### config.mk
export PLATFORM = sky130hd
export DESIGN_NAME = grid_dda_ray_caster
export DESIGN_NICKNAME = d
export VERILOG_FILES = /design/src/gddr_pkg.sv /design/src/gddr_front.sv /design/src/gddr_fifo.sv /design/src/gddr_div.sv /design/src/gddr_back.sv /design/src/grid_dda_ray_caster.sv
export SDC_FILE = /design/constraint.sdc
export NUM_CORES = 2
export LEC_CHECK = 0
export BUFFER_PORTS_ARGS = -buffer_cell sky130_fd_sc_hd__clkbuf_2
export CORE_UTILIZATION = 27
export CTS_CLUSTER_SIZE = 24
export DETAILED_ROUTE_END_ITERATION = 8
export PLACE_DENSITY = 0.48
export REMOVE_ABC_BUFFERS = 1
export SLEW_MARGIN = 5
export SYNTH_ARGS = -nofsm -noshare
export SYNTH_HDL_FRONTEND = slang
export SYNTH_SLANG_ARGS = --single-unit
### constraint.sdc
create_clock -name clk_i -period 9.5 [get_ports clk_i]
set_input_delay 1.425 -clock clk_i [delete_from_list [all_inputs] [get_ports clk_i]]
set_output_delay 1.425 -clock clk_i [all_outputs]
set_load 0.03 [all_outputs]
### src/gddr_pkg.sv
// Shared types, constants and helper functions of the grid DDA ray caster.
`timescale 1ns / 1ps
package gddr_pkg;

  // Map and screen geometry.
  localparam int MapDim    = 8;
  localparam int CellW     = 3;
  localparam int ColW      = 9;
  localparam int ScreenCols = 512;

  // Fixed-point widths.
  localparam int RdW   = 18;  // ray component, signed Q.14
  localparam int MagW  = 17;  // magnitude of a ray component
  localparam int DistW = 24;  // distances, unsigned Q8.16
  localparam int NumW  = 34;  // dividend width of the shared divider
  localparam int LhW   = 15;  // line height

  localparam logic [DistW-1:0] DMax  = {DistW{1'b1}};
  localparam logic [LhW-1:0]   LhMax = {LhW{1'b1}};

  // Configuration register indexes.
  typedef enum logic [2:0] {
    REG_CAM_POS_X   = 3'd0,
    REG_CAM_POS_Y   = 3'd1,
    REG_VIEW_DIR_X  = 3'd2,
    REG_VIEW_DIR_Y  = 3'd3,
    REG_CAM_PLANE_X = 3'd4,
    REG_CAM_PLANE_Y = 3'd5,
    REG_WALL_MAP    = 3'd6,
    REG_VIEW_HEIGHT = 3'd7
  } gddr_reg_e;

  // Configuration seen by the front and the back.
  typedef struct packed {
    logic [15:0]        cam_pos_x;
    logic [15:0]        cam_pos_y;
    logic signed [15:0] view_dir_x;
    logic signed [15:0] view_dir_y;
    logic signed [15:0] cam_plane_x;
    logic signed [15:0] cam_plane_y;
    logic [63:0]        wall_map;
    logic [10:0]        view_height;
  } gddr_cfg_t;

  // One classified ray waiting for the back end.
  typedef struct packed {
    logic [ColW-1:0]     column;
    logic signed [RdW-1:0] rdx;
    logic signed [RdW-1:0] rdy;
  } gddr_ray_t;

  // Divider request and reply.
  typedef struct packed {
    logic             start;
    logic [NumW-1:0]  num;
    logic [DistW-1:0] den;
  } gddr_div_req_t;

  typedef struct packed {
    logic            done;
    logic [NumW-1:0] quot;
  } gddr_div_rsp_t;

  // Magnitude of a ray component.
  function automatic logic [MagW-1:0] ray_mag(input logic signed [RdW-1:0] v);
    logic signed [RdW-1:0] a;
    a = v[RdW-1] ? -v : v;
    return a[MagW-1:0];
  endfunction

  // Saturate a quotient to the distance range.
  function automatic logic [DistW-1:0] sat_dist(input logic [NumW-1:0] v);
    return (v > NumW'(DMax)) ? DMax : v[DistW-1:0];
  endfunction

  // Cells outside the map count as wall.
  function automatic logic cell_is_wall(input logic signed [4:0] x,
                                        input logic signed [4:0] y,
                                        input logic [63:0] map);
    logic outside;
    outside = (x < 5'sd0) || (y < 5'sd0) ||
              (x > 5'(MapDim - 1)) || (y > 5'(MapDim - 1));
    return outside ? 1'b1 : map[{y[CellW-1:0], x[CellW-1:0]}];
  endfunction

endpackage

### src/gddr_front.sv
// Front end: accepts a column and computes the ray direction for it.
`timescale 1ns / 1ps
module gddr_front import gddr_pkg::*; (
  input  logic      in_valid_i,
  output logic      in_ready_o,
  input  gddr_cfg_t cfg_i,
  input  logic [ColW-1:0] column_i,
  output logic      push_o,
  output gddr_ray_t ray_o,
  input  logic      full_i
);

  logic signed [10:0] off;
  logic signed [26:0] prod_x, prod_y, adj_x, adj_y;

  // Column offset 2*column - W, then plane*offset/W truncated toward zero.
  always_comb begin
    off    = $signed({1'b0, column_i, 1'b0}) - 11'sd512;
    prod_x = 27'(cfg_i.cam_plane_x) * 27'(off);
    prod_y = 27'(cfg_i.cam_plane_y) * 27'(off);
    adj_x  = prod_x + (prod_x[26] ? 27'sd511 : 27'sd0);
    adj_y  = prod_y + (prod_y[26] ? 27'sd511 : 27'sd0);
    ray_o.column = column_i;
    ray_o.rdx    = RdW'(cfg_i.view_dir_x) + RdW'(adj_x >>> 9);
    ray_o.rdy    = RdW'(cfg_i.view_dir_y) + RdW'(adj_y >>> 9);
  end

  // A transfer goes straight into the queue.
  assign in_ready_o = !full_i;
  assign push_o     = in_valid_i && !full_i;

endmodule

### src/gddr_fifo.sv
// Two-entry queue between the front and the back end.
`timescale 1ns / 1ps
module gddr_fifo import gddr_pkg::*; (
  input  logic      clk_i,
  input  logic      rst_ni,
  input  logic      push_i,
  input  gddr_ray_t data_i,
  output logic      full_o,
  input  logic      pop_i,
  output logic      valid_o,
  output gddr_ray_t data_o
);

  gddr_ray_t  mem_q [2];
  logic       wr_ptr_q, rd_ptr_q;
  logic [1:0] count_q;

  assign full_o  = count_q == 2'd2;
  assign valid_o = count_q != 2'd0;
  assign data_o  = mem_q[rd_ptr_q];

  // Storage.
  always_ff @(posedge clk_i) begin
    if (push_i) begin
      mem_q[wr_ptr_q] <= data_i;
    end
  end

  // Pointers and fill count.
  always_ff @(posedge clk_i or negedge rst_ni) begin
    if (!rst_ni) begin
      wr_ptr_q <= 1'b0;
      rd_ptr_q <= 1'b0;
      count_q  <= 2'd0;
    end else begin
      if (push_i) wr_ptr_q <= !wr_ptr_q;
      if (pop_i)  rd_ptr_q <= !rd_ptr_q;
      count_q <= count_q + 2'(push_i) - 2'(pop_i);
    end
  end

endmodule

### src/gddr_div.sv
// Restoring divider, one quotient bit per cycle.
`timescale 1ns / 1ps
module gddr_div import gddr_pkg::*; (
  input  logic          clk_i,
  input  logic          rst_ni,
  input  gddr_div_req_t req_i,
  output gddr_div_rsp_t rsp_o
);

  logic [NumW-1:0]  quot_q;
  logic [DistW-1:0] rem_q, den_q;
  logic [5:0]       cnt_q;
  logic             busy_q, done_q;
  logic [DistW:0]   shifted, diff;
  logic             take;

  // One trial subtraction; a zero divisor yields all ones.
  always_comb begin
    shifted = {rem_q, quot_q[NumW-1]};
    diff    = shifted - {1'b0, den_q};
    take    = shifted >= {1'b0, den_q};
  end

  always_ff @(posedge clk_i) begin
    if (req_i.start) begin
      quot_q <= req_i.num;
      rem_q  <= '0;
      den_q  <= req_i.den;
    end else if (busy_q) begin
      quot_q <= {quot_q[NumW-2:0], take};
      rem_q  <= take ? diff[DistW-1:0] : shifted[DistW-1:0];
    end
  end

  // Iteration count and completion pulse.
  always_ff @(posedge clk_i or negedge rst_ni) begin
    if (!rst_ni) begin
      cnt_q  <= '0;
      busy_q <= 1'b0;
      done_q <= 1'b0;
    end else begin
      done_q <= 1'b0;
      if (req_i.start) begin
        cnt_q  <= 6'(NumW);
        busy_q <= 1'b1;
      end else if (busy_q) begin
        cnt_q <= cnt_q - 6'd1;
        if (cnt_q == 6'd1) begin
          busy_q <= 1'b0;
          done_q <= 1'b1;
        end
      end
    end
  end

  assign rsp_o.done = done_q;
  assign rsp_o.quot = quot_q;

endmodule

### src/gddr_back.sv
// Back end: reciprocal distances, DDA walk, wall distance and span.
`timescale 1ns / 1ps
module gddr_back import gddr_pkg::*; (
  input  logic          clk_i,
  input  logic          rst_ni,
  input  gddr_cfg_t     cfg_i,
  input  logic          ray_valid_i,
  input  gddr_ray_t     ray_i,
  output logic          pop_o,
  output gddr_div_req_t div_req_o,
  input  gddr_div_rsp_t div_rsp_i,
  output logic          out_valid_o,
  input  logic          out_ready_i,
  output logic [47:0]   out_data_o
);

  typedef enum logic [7:0] {
    S_IDLE = 8'b0000_0001,
    S_DX   = 8'b0000_0010,
    S_DY   = 8'b0000_0100,
    S_SIDE = 8'b0000_1000,
    S_WALK = 8'b0001_0000,
    S_PERP = 8'b0010_0000,
    S_HGT  = 8'b0100_0000,
    S_FIN  = 8'b1000_0000
  } state_e;

  state_e state_q, state_d;

  gddr_ray_t          ray_q;
  logic [DistW-1:0]   dx_q, dy_q, sdx_q, sdy_q;
  logic signed [4:0]  mx_q, my_q;
  logic               side_q, moved_q;
  logic [LhW-1:0]     lh_q;
  logic               out_valid_q;
  logic [47:0]        out_data_q;

  logic [13:0]        fx, fy, fsel_x, fsel_y;
  logic [37:0]        side_px, side_py;
  logic [DistW:0]     sum_x, sum_y;
  logic               wall;
  logic signed [4:0]  hit_cell;
  logic               neg;
  logic signed [18:0] edge_pos, diff;
  logic [16:0]        diff_mag;
  logic [MagW-1:0]    rm;
  logic [15:0]        top_w, bot_w;
  logic               out_free;

  // Initial side distances from the fractional camera position.
  always_comb begin
    fx      = {1'b0, cfg_i.cam_pos_x[12:0]};
    fy      = {1'b0, cfg_i.cam_pos_y[12:0]};
    fsel_x  = ray_q.rdx[RdW-1] ? fx : 14'd8192 - fx;
    fsel_y  = ray_q.rdy[RdW-1] ? fy : 14'd8192 - fy;
    side_px = 38'(fsel_x) * 38'(dx_q);
    side_py = 38'(fsel_y) * 38'(dy_q);
  end

  // Saturating DDA advance and wall test.
  always_comb begin
    sum_x = {1'b0, sdx_q} + {1'b0, dx_q};
    sum_y = {1'b0, sdy_q} + {1'b0, dy_q};
    wall  = cell_is_wall(mx_q, my_q, cfg_i.wall_map);
  end

  // Distance from the camera to the crossed cell edge.
  always_comb begin
    hit_cell = side_q ? my_q : mx_q;
    neg      = side_q ? ray_q.rdy[RdW-1] : ray_q.rdx[RdW-1];
    rm       = side_q ? ray_mag(ray_q.rdy) : ray_mag(ray_q.rdx);
    edge_pos = {6'(hit_cell) + 6'(neg), 13'd0};
    diff     = edge_pos - $signed({3'b0, side_q ? cfg_i.cam_pos_y : cfg_i.cam_pos_x});
    diff_mag = diff[18] ? 17'(-diff) : diff[16:0];
  end

  // Vertical span around the screen center.
  always_comb begin
    top_w = {6'd0, cfg_i.view_height[10:1]} - {2'd0, lh_q[LhW-1:1]};
    bot_w = {6'd0, cfg_i.view_height[10:1]} + {2'd0, lh_q[LhW-1:1]};
  end

  assign out_free = !out_valid_q || out_ready_i;

  // Sequencer: next state, divider requests and queue pops.
  always_comb begin
    state_d       = state_q;
    pop_o         = 1'b0;
    div_req_o     = '0;
    case (state_q)
      S_IDLE: begin
        if (ray_valid_i) begin
          pop_o           = 1'b1;
          div_req_o.start = 1'b1;
          div_req_o.num   = NumW'(1) << 30;
          div_req_o.den   = DistW'(ray_mag(ray_i.rdx));
          state_d         = S_DX;
        end
      end
      S_DX: begin
        if (div_rsp_i.done) begin
          div_req_o.start = 1'b1;
          div_req_o.num   = NumW'(1) << 30;
          div_req_o.den   = DistW'(ray_mag(ray_q.rdy));
          state_d         = S_DY;
        end
      end
      S_DY: begin
        if (div_rsp_i.done) state_d = S_SIDE;
      end
      S_SIDE: state_d = S_WALK;
      S_WALK: begin
        if (wall) begin
          div_req_o.start = 1'b1;
          if (moved_q) begin
            div_req_o.num = {diff_mag, 17'd0};
            div_req_o.den = DistW'(rm);
            state_d       = S_PERP;
          end else begin
            // No step taken: a zero divisor gives the largest line height.
            div_req_o.num = NumW'({cfg_i.view_height, 16'd0});
            div_req_o.den = '0;
            state_d       = S_HGT;
          end
        end
      end
      S_PERP: begin
        if (div_rsp_i.done) begin
          div_req_o.start = 1'b1;
          div_req_o.num   = NumW'({cfg_i.view_height, 16'd0});
          div_req_o.den   = sat_dist(div_rsp_i.quot);
          state_d         = S_HGT;
        end
      end
      S_HGT: begin
        if (div_rsp_i.done) state_d = S_FIN;
      end
      S_FIN: begin
        if (out_free) state_d = S_IDLE;
      end
      default: state_d = S_IDLE;
    endcase
  end

  // Datapath registers.
  always_ff @(posedge clk_i) begin
    if (pop_o) ray_q <= ray_i;
    if (state_q == S_DX && div_rsp_i.done) dx_q <= sat_dist(div_rsp_i.quot);
    if (state_q == S_DY && div_rsp_i.done) dy_q <= sat_dist(div_rsp_i.quot);
    if (state_q == S_SIDE) begin
      sdx_q   <= sat_dist(NumW'(side_px >> 13));
      sdy_q   <= sat_dist(NumW'(side_py >> 13));
      mx_q    <= $signed({2'b0, cfg_i.cam_pos_x[15:13]});
      my_q    <= $signed({2'b0, cfg_i.cam_pos_y[15:13]});
      side_q  <= 1'b0;
      moved_q <= 1'b0;
    end
    if (state_q == S_WALK && !wall) begin
      moved_q <= 1'b1;
      if (sdx_q < sdy_q) begin
        sdx_q  <= sum_x[DistW] ? DMax : sum_x[DistW-1:0];
        mx_q   <= ray_q.rdx[RdW-1] ? mx_q - 5'sd1 : mx_q + 5'sd1;
        side_q <= 1'b0;
      end else begin
        sdy_q  <= sum_y[DistW] ? DMax : sum_y[DistW-1:0];
        my_q   <= ray_q.rdy[RdW-1] ? my_q - 5'sd1 : my_q + 5'sd1;
        side_q <= 1'b1;
      end
    end
    if (state_q == S_HGT && div_rsp_i.done) begin
      lh_q <= (div_rsp_i.quot > NumW'(LhMax)) ? LhMax : div_rsp_i.quot[LhW-1:0];
    end
    if (state_q == S_FIN && out_free) begin
      out_data_q <= {2'b0, my_q[CellW-1:0], mx_q[CellW-1:0], side_q,
                     bot_w[14:0], top_w[14:0], ray_q.column};
    end
  end

  // Control registers.
  always_ff @(posedge clk_i or negedge rst_ni) begin
    if (!rst_ni) begin
      state_q     <= S_IDLE;
      out_valid_q <= 1'b0;
    end else begin
      state_q <= state_d;
      if (state_q == S_FIN && out_free) begin
        out_valid_q <= 1'b1;
      end else if (out_ready_i) begin
        out_valid_q <= 1'b0;
      end
    end
  end

  assign out_valid_o = out_valid_q;
  assign out_data_o  = out_data_q;

endmodule

### src/grid_dda_ray_caster.sv
// Top level of the grid DDA ray caster: configuration registers and the two halves.
//
// Usage: write the camera, map and screen height through the cfg_* port while the
// block is idle (one register per cycle with cfg_we_i high; no read-back). Send
// screen column indexes on the s_axis stream; for each column one result leaves
// on the m_axis stream with the wall span, the side crossed last and the hit cell.
// The front computes the ray direction in the transfer cycle and parks it in a
// two-entry queue, so up to two further columns are taken while one is traced.
// The back traces one ray at a time: the shared bit-serial divider gives the two step
// distances, the DDA walk (at most about 16 steps on the 8 x 8 map) looks for a wall,
// and the divider then gives the wall distance and the line height; when the camera
// starts in a wall the walk takes no step and the wall distance pass is skipped.
// Results sit in an output register; while the receiver holds m_axis_tready low
// the result is held, the back stalls at its last step and the queue fills, after
// which s_axis_tready falls. Reset empties the queue, drops m_axis_tvalid and
// loads the default camera (position 3,3 looking along -x, plane 0.66, empty map,
// height 500).
`timescale 1ns / 1ps
module grid_dda_ray_caster import gddr_pkg::*; (
  input  logic        clk_i,
  input  logic        rst_ni,
  input  logic        cfg_we_i,
  input  logic [2:0]  cfg_idx_i,
  input  logic [63:0] cfg_data_i,
  input  logic        s_axis_tvalid,
  output logic        s_axis_tready,
  input  logic [15:0] s_axis_tdata,   // [8:0] column, rest zero
  output logic        m_axis_tvalid,
  input  logic        m_axis_tready,
  // [8:0] out_column, [23:9] span_top, [38:24] span_bottom, [39] hit_side,
  // [42:40] hit_cell_x, [45:43] hit_cell_y, rest zero
  output logic [47:0] m_axis_tdata
);

  gddr_cfg_t     cfg_q;
  logic          push, full, pop, ray_valid;
  gddr_ray_t     ray_in, ray_out;
  gddr_div_req_t div_req;
  gddr_div_rsp_t div_rsp;

  // Configuration registers.
  always_ff @(posedge clk_i or negedge rst_ni) begin
    if (!rst_ni) begin
      cfg_q.cam_pos_x   <= 16'd24576;
      cfg_q.cam_pos_y   <= 16'd24576;
      cfg_q.view_dir_x  <= -16'sd16384;
      cfg_q.view_dir_y  <= 16'sd0;
      cfg_q.cam_plane_x <= 16'sd0;
      cfg_q.cam_plane_y <= 16'sd10813;
      cfg_q.wall_map    <= 64'd0;
      cfg_q.view_height <= 11'd500;
    end else if (cfg_we_i) begin
      case (gddr_reg_e'(cfg_idx_i))
        REG_CAM_POS_X:   cfg_q.cam_pos_x   <= cfg_data_i[15:0];
        REG_CAM_POS_Y:   cfg_q.cam_pos_y   <= cfg_data_i[15:0];
        REG_VIEW_DIR_X:  cfg_q.view_dir_x  <= cfg_data_i[15:0];
        REG_VIEW_DIR_Y:  cfg_q.view_dir_y  <= cfg_data_i[15:0];
        REG_CAM_PLANE_X: cfg_q.cam_plane_x <= cfg_data_i[15:0];
        REG_CAM_PLANE_Y: cfg_q.cam_plane_y <= cfg_data_i[15:0];
        REG_WALL_MAP:    cfg_q.wall_map    <= cfg_data_i;
        REG_VIEW_HEIGHT: cfg_q.view_height <= cfg_data_i[10:0];
        default: ;
      endcase
    end
  end

  gddr_front u_front (
    .in_valid_i (s_axis_tvalid),
    .in_ready_o (s_axis_tready),
    .cfg_i      (cfg_q),
    .column_i   (s_axis_tdata[ColW-1:0]),
    .push_o     (push),
    .ray_o      (ray_in),
    .full_i     (full)
  );

  gddr_fifo u_fifo (
    .clk_i   (clk_i),
    .rst_ni  (rst_ni),
    .push_i  (push),
    .data_i  (ray_in),
    .full_o  (full),
    .pop_i   (pop),
    .valid_o (ray_valid),
    .data_o  (ray_out)
  );

  gddr_div u_div (
    .clk_i  (clk_i),
    .rst_ni (rst_ni),
    .req_i  (div_req),
    .rsp_o  (div_rsp)
  );

  gddr_back u_back (
    .clk_i       (clk_i),
    .rst_ni      (rst_ni),
    .cfg_i       (cfg_q),
    .ray_valid_i (ray_valid),
    .ray_i       (ray_out),
    .pop_o       (pop),
    .div_req_o   (div_req),
    .div_rsp_i   (div_rsp),
    .out_valid_o (m_axis_tvalid),
    .out_ready_i (m_axis_tready),
    .out_data_o  (m_axis_tdata)
  );

endmodule
## Word level (Yosys, flattened, before mapping)

Memory sizes are Yosys's and may differ from the RTL's.
Cells that the tools add are included.

| storage, ports and cells | value |
|---|---|
| latch bits | 0 |
| bits of input ports | 88 |
| register bits after elaboration | 488 |
| RAM bits | 90 |
| logic and storage cells | 195 |
| bits in read-only memories | 0 |
| memories kept | 1 |

Memories:

| memory | words | width | read ports | clocked after memory_dff | write ports | RTL line | text |
|---|---|---|---|---|---|---|---|
| u_fifo.mem_q | 2 | 45 | 1 | 0 | 1 | gddr_fifo.sv:14 | `gddr_ray_t mem_q [2];` |

| operators by class | value |
|---|---|
| $mul | 4 |
| shift operators | 0 |
| divide/modulo/power cells | 0 |
| multiplexer cells | 69 |
| add/sub/neg operators | 25 |
| equal/unequal tests | 24 |
| bitwise logic cells | 0 |
| $lt $le $gt $ge | 11 |
| reductions and logical operators | 29 |

Operators with widths:

| operator | number |
|---|---|
| $mux 24 | 12 |
| $mux 59 | 4 |
| $pmux 59 s4 | 1 |
| $mux 17 | 5 |
| $mul 14x24->38 | 2 |
| $mux 34 | 2 |
| $neg 17->17 | 4 |
| $pmux 8 s8 | 1 |
| $mux 58 | 1 |
| $mux 8 | 7 |
| $add 27x27->27 | 2 |
| $mul 16x11->27 | 2 |
| $add 24x24->25 | 2 |
| $gt 25x24->1 const B | 2 |
| $mux 5 | 9 |
| $add 16x18->18 | 2 |
| $gt 34x15->1 const B | 1 |
| $gt 34x24->1 const B | 1 |
| $mux 14 | 2 |
| $sub 14x13->14 const A | 2 |
| $ge 25x24->1 | 1 |
| $lt 24x24->1 | 1 |
| $sub 24x24->24 | 1 |
| $sub 19x17->19 | 1 |
| other kinds (40) | 94 |

## Depth between registers and ports, before layout

| depth | value |
|---|---|
| depth in word-level cells | 9 |
| depth in mapped cells | 44 |
| depth with buffers taken out | 42 |

## Cells and area by module

From an unflattened synthesis, not the netlist that was laid out.

| second synthesis, totals | value |
|---|---|
| cells, all modules | 6739 |
| area total of the unflattened synthesis | 65718.0 µm² |

Modules (own cells, without submodules):

| module | times used | sequential area each (µm²) | cells each | area an instance (µm²) |
|---|---|---|---|---|
| gddr_back | 1 | 6002.0 | 4001 | 35920.7 |
| gddr_front | 1 | 0.0 | 1764 | 14707.9 |
| grid_dda_ray_caster | 1 | 4304.1 | 371 | 6526.3 |
| gddr_div | 1 | 2422.3 | 448 | 4917.2 |
| gddr_fifo | 1 | 2802.7 | 155 | 3646.0 |

## Worst setup path before layout

OpenSTA, ideal clock, no wires.

| timing | value |
|---|---|
| path type | input port to flip-flop |
| from | input s_axis_tdata[8] |
| to | memory u_fifo.mem_q[0][35] (netlist name) (data pin) |
| setup slack | -799 ps |
| arrival time | 10035 ps |
| library setup time | 264 ps |
| buffers on the path | 2 |
| cell stages on the path | 42 |
| path through | clkbuf_1 clkbuf_1 nor2b_1 fa_1 inv_1 fa_1 inv_1 fa_1 inv_1 fa_1 fa_1 inv_1 ha_1 and2_1 and3_1 o21ba_2 a2bb2oi_1 nand3_1 [... 6 more ...] nand2b_1 a21oi_1 o211ai_1 or2_2 a31oi_1 nor2b_1 xor2_1 ha_1 a21o_1 nand4_1 and4b_1 nor3_1 o41a_1 a41o_1 nor4_1 o41ai_1 xnor2_1 xnor2_1 |

RTL lines:

| what | RTL line | text |
|---|---|---|
| start: declaration | grid_dda_ray_caster.sv:27 | `input logic [15:0] s_axis_tdata,` |
| end: declaration | gddr_fifo.sv:14 |  |

==> flow_metrics.env <==
export IMPL_setup_viol=0
export IMPL_wire_per_inst_um=18.2
export IMPL_die_x_um=493
export IMPL_synthCells=6726
export IMPL_fin_util_pct=31.7
export IMPL_grt_overflow=0
export IMPL_critPathLaunchType="input pin"
export IMPL_yosysSeqAreaShare_pct=23.9
export IMPL_cts_root_buffer="clkbuf_16"
export IMPL_hp_class="flop to flop"
export IMPL_period_needed_ns=9.34
export IMPL_cts_num_sinks=576
export IMPL_syn_area_per_cell_sq_um=9.67
export IMPL_crit_arrival_ns=9.74
export IMPL_syn_to_final_growth_pct=16.3
export IMPL_grt_pass1_vias=51268
export IMPL_grt_util_all_layers_pct=15.6
export IMPL_num_rows=179
export IMPL_required_ns=9.91
export IMPL_ys_types=102
export IMPL_num_vias=48366
export IMPL_slew_viol_final=0
export IMPL_fin_crit_sh_pct=98.3
export IMPL_grt_pass1_wl_um=295000
export IMPL_ios=138
export IMPL_cp_max_fo=6
export IMPL_htreeDepth=3
export IMPL_synth_edf_count=301
export IMPL_syn_area_sq_um=65000
export IMPL_final_cell_mix="inv_1, fa_1, nand2_1"
export IMPL_viasPerCell=4.68
export IMPL_antenna_found_initial=32
export IMPL_fmax_mhz=107
export IMPL_async_reset_ff_share_pct=33.3
export IMPL_max_slew_margin_pct=15.0
export IMPL_cts_tree="yes"
export IMPL_fin_ws_ns=0.164
export IMPL_rsz0062_at_grt="yes"
export IMPL_wirelength_um=188000
export IMPL_place_gp_congestion=0.855
export IMPL_setup_worst_path_class="input pin to flop"
export IMPL_finalHoldViolCount=0
export IMPL_drive_gt1_share_pct=16.7
export IMPL_critPathCaptureType="flop"
export IMPL_cp_slowest_stage_delay_ns=0.56
export IMPL_finalNonFillerCells=10334
export IMPL_cts_max_path_buffers=3
export IMPL_grt_max_degree=81
export IMPL_ys_ff_latch=576
export IMPL_initial_core_util_pct=27.3
export IMPL_dp_cells=10153
export IMPL_dpl_hpwl_um=145000
export IMPL_route_detailed_drc=0
export IMPL_status="completed"
export IMPL_nets=8501
export IMPL_drt_pass1_iter_count=5
export IMPL_yosysWarnings=0
export IMPL_core_area_sq_um=239000
export IMPL_drt_iter0_markers=2606
export IMPL_clkTransAtPathRegs_ns=0.06
export IMPL_ys_flop_type="edfxtp_1"
export IMPL_hold_ws_ns=0.419
export IMPL_finClkSkew_ns=0.0665
export IMPL_port_buffers=128
export IMPL_numCtsBuffers=71
export IMPL_drtAntennaViolNets=0
export IMPL_dieHeight_um=493
export IMPL_slowest_stage="fa_1"
export IMPL_clock_latency_ns=0.70
export IMPL_worstMarginPinSlew_ns=1.27
export IMPL_layout_commonest_cell="inv_1"
export IMPL_drv_cap=0
export IMPL_dieArea_sq_um=243000
export IMPL_post_place_ws_ns=-1.23
sequential cells by signal, indices dropped and copies added (netlist names), 2 cells and up:
| signal | flops |
|---|---|
| cfg_q | 171 |
| u_fifo.mem_q | 90 |
| u_back.out_data_o | 45 |
| u_back.ray_q | 45 |
| u_div.quot_q | 34 |
| u_back.dx_q | 24 |
| u_back.dy_q | 24 |
| u_back.sdx_q | 24 |
| u_back.sdy_q | 24 |
| u_div.den_q | 24 |
| u_div.rem_q | 24 |
| u_back.lh_q | 14 |
| u_back.state_q | 8 |
| u_div.cnt_q | 6 |
| u_back.mx_q | 5 |
| u_back.my_q | 5 |
| u_fifo.count_q | 2 |
worst max-delay path, delay by kind of cell:
kind            cells  cell delay (ns)
compound gates     10             1.64
xor+xnor            4             0.64
buf+inv            11             1.18
simple gates       10             1.60
fa+ha+maj           8             3.27
worst paths after layout:
check | endpoint | cells after the start | slack [ns] | start
max in group asynchronous | cfg_q[17]$_DFFE_PN0P_ | 3 | 6.58 | rst_ni
min | u_back.out_data_o[5]$_DFFE_PP_ | 0 | 0.42 | u_back.ray_q[41]$_DFFE_PP_
max | u_fifo.mem_q[0][35]$_DFFE_PP_ | 43 | 0.16 | s_axis_tdata[4]
min reg2reg | u_back.out_data_o[5]$_DFFE_PP_ | 0 | 0.42 | u_back.ray_q[41]$_DFFE_PP_
max reg2reg | u_fifo.mem_q[0][35]$_DFFE_PP_ | 41 | 0.52 | cfg_q[100]$_DFFE_PN0P_
min in group asynchronous | cfg_q[105]$_DFFE_PN0P_ | 1 | 0.75 | rst_ni
cells in the mapped netlist (all sizes together), types with 11 or more instances:
| master | count | share of area [%] |
|---|---|---|
| inv | 1039 | 6.0 |
| fa | 809 | 25 |
| nand2 | 776 | 4.5 |
| ha | 507 | 9.8 |
| and2 | 356 | 3.4 |
| edfxtp | 301 | 14 |
| clkbuf | 262 | 1.5 |
| a21oi | 257 | 2.0 |
| nor2 | 257 | 1.5 |
| mux2 | 212 | 3.7 |
| xnor2 | 204 | 2.7 |
| o21ai | 188 | 1.4 |
| dfrtp | 171 | 6.6 |
| xor2 | 136 | 1.8 |
| nor2b | 114 | 1.1 |
| a21o | 84 | 0.97 |
| dfxtp | 83 | 2.6 |
| nor3 | 81 | 0.63 |
| nand3 | 78 | 0.60 |
| mux2i | 55 | 0.85 |
| nand2b | 51 | 0.49 |
| or2 | 50 | 0.48 |
| and3 | 47 | 0.45 |
| a211oi | 43 | 0.50 |
| a31oi | 37 | 0.36 |
| nand4 | 36 | 0.35 |
| o21a | 35 | 0.40 |
| o21bai | 27 | 0.31 |
| or3 | 27 | 0.26 |
| buf | 26 | 0.21 |
| o31ai | 26 | 0.31 |
| a221oi | 22 | 0.35 |
| o22ai | 22 | 0.21 |
| dfstp | 21 | 0.85 |
| o211ai | 21 | 0.25 |
| nor4 | 20 | 0.20 |
| nor3b | 16 | 0.18 |
| a211o | 15 | 0.20 |
| nand3b | 15 | 0.17 |
| a22oi | 14 | 0.16 |
| o221ai | 14 | 0.21 |
| mux4 | 12 | 0.42 |
| a21boi | 11 | 0.13 |
logic make-up after synthesis:
logic type	synth area share [%]
multiplexers	4.95
XOR/XNOR	4.61
AO/OA/AOI/OAI	9.24
AND/OR/NAND/NOR	14.9
buffers and inverters	7.73
adder cells (fa/ha/maj)	34.7
other	0.00577
flip-flops	23.9
through the flow:
step,setup TNS (ns),cell area [sq um]
floorplan,-3.82,63900
global placement,-35.42,72000
detailed placement,-37.40,72000
CTS,0,74800
global route,-1.27,75600
finish,0,75600
routing by layer:
metal | up-vias | track usage (%) | routed length [um]
li1 | 22723 | - | -
met4 | 0 | 5.08 | 6770
met1 | 24436 | 19.7 | 81000
met2 | 907 | 27.4 | 92900
met3 | 300 | 1.79 | 7640
met5 | - | 0 | 0
final cells by class:
| class | count | area [sq um] |
|---|---|---|
| fillers | 24768 | 163000 |
| multi-input cells | 4822 | 45500 |
| flip-flops and latches | 576 | 15500 |
| repair buffers | 585 | 4400 |
| well taps | 3167 | 3960 |
| inverters | 1041 | 3910 |
| clock buffers | 100 | 2000 |
| clock inverters | 32 | 305 |
| diodes | 11 | 27.5 |
timing repair:
item / in CTS / in global routing
gates cloned: 2 / 4
resized for setup: 66 / 140
hold buffers: 0 / 0
setup buffers: 15 / 17
pin swaps: 40 / 85
endpoints found under the setup margin: 26 / 30
endpoints found under the hold margin: 0 / 0
Power is not shown: default switching activity piles up to over one toggle a cycle in this logic, so the estimate is an artifact.
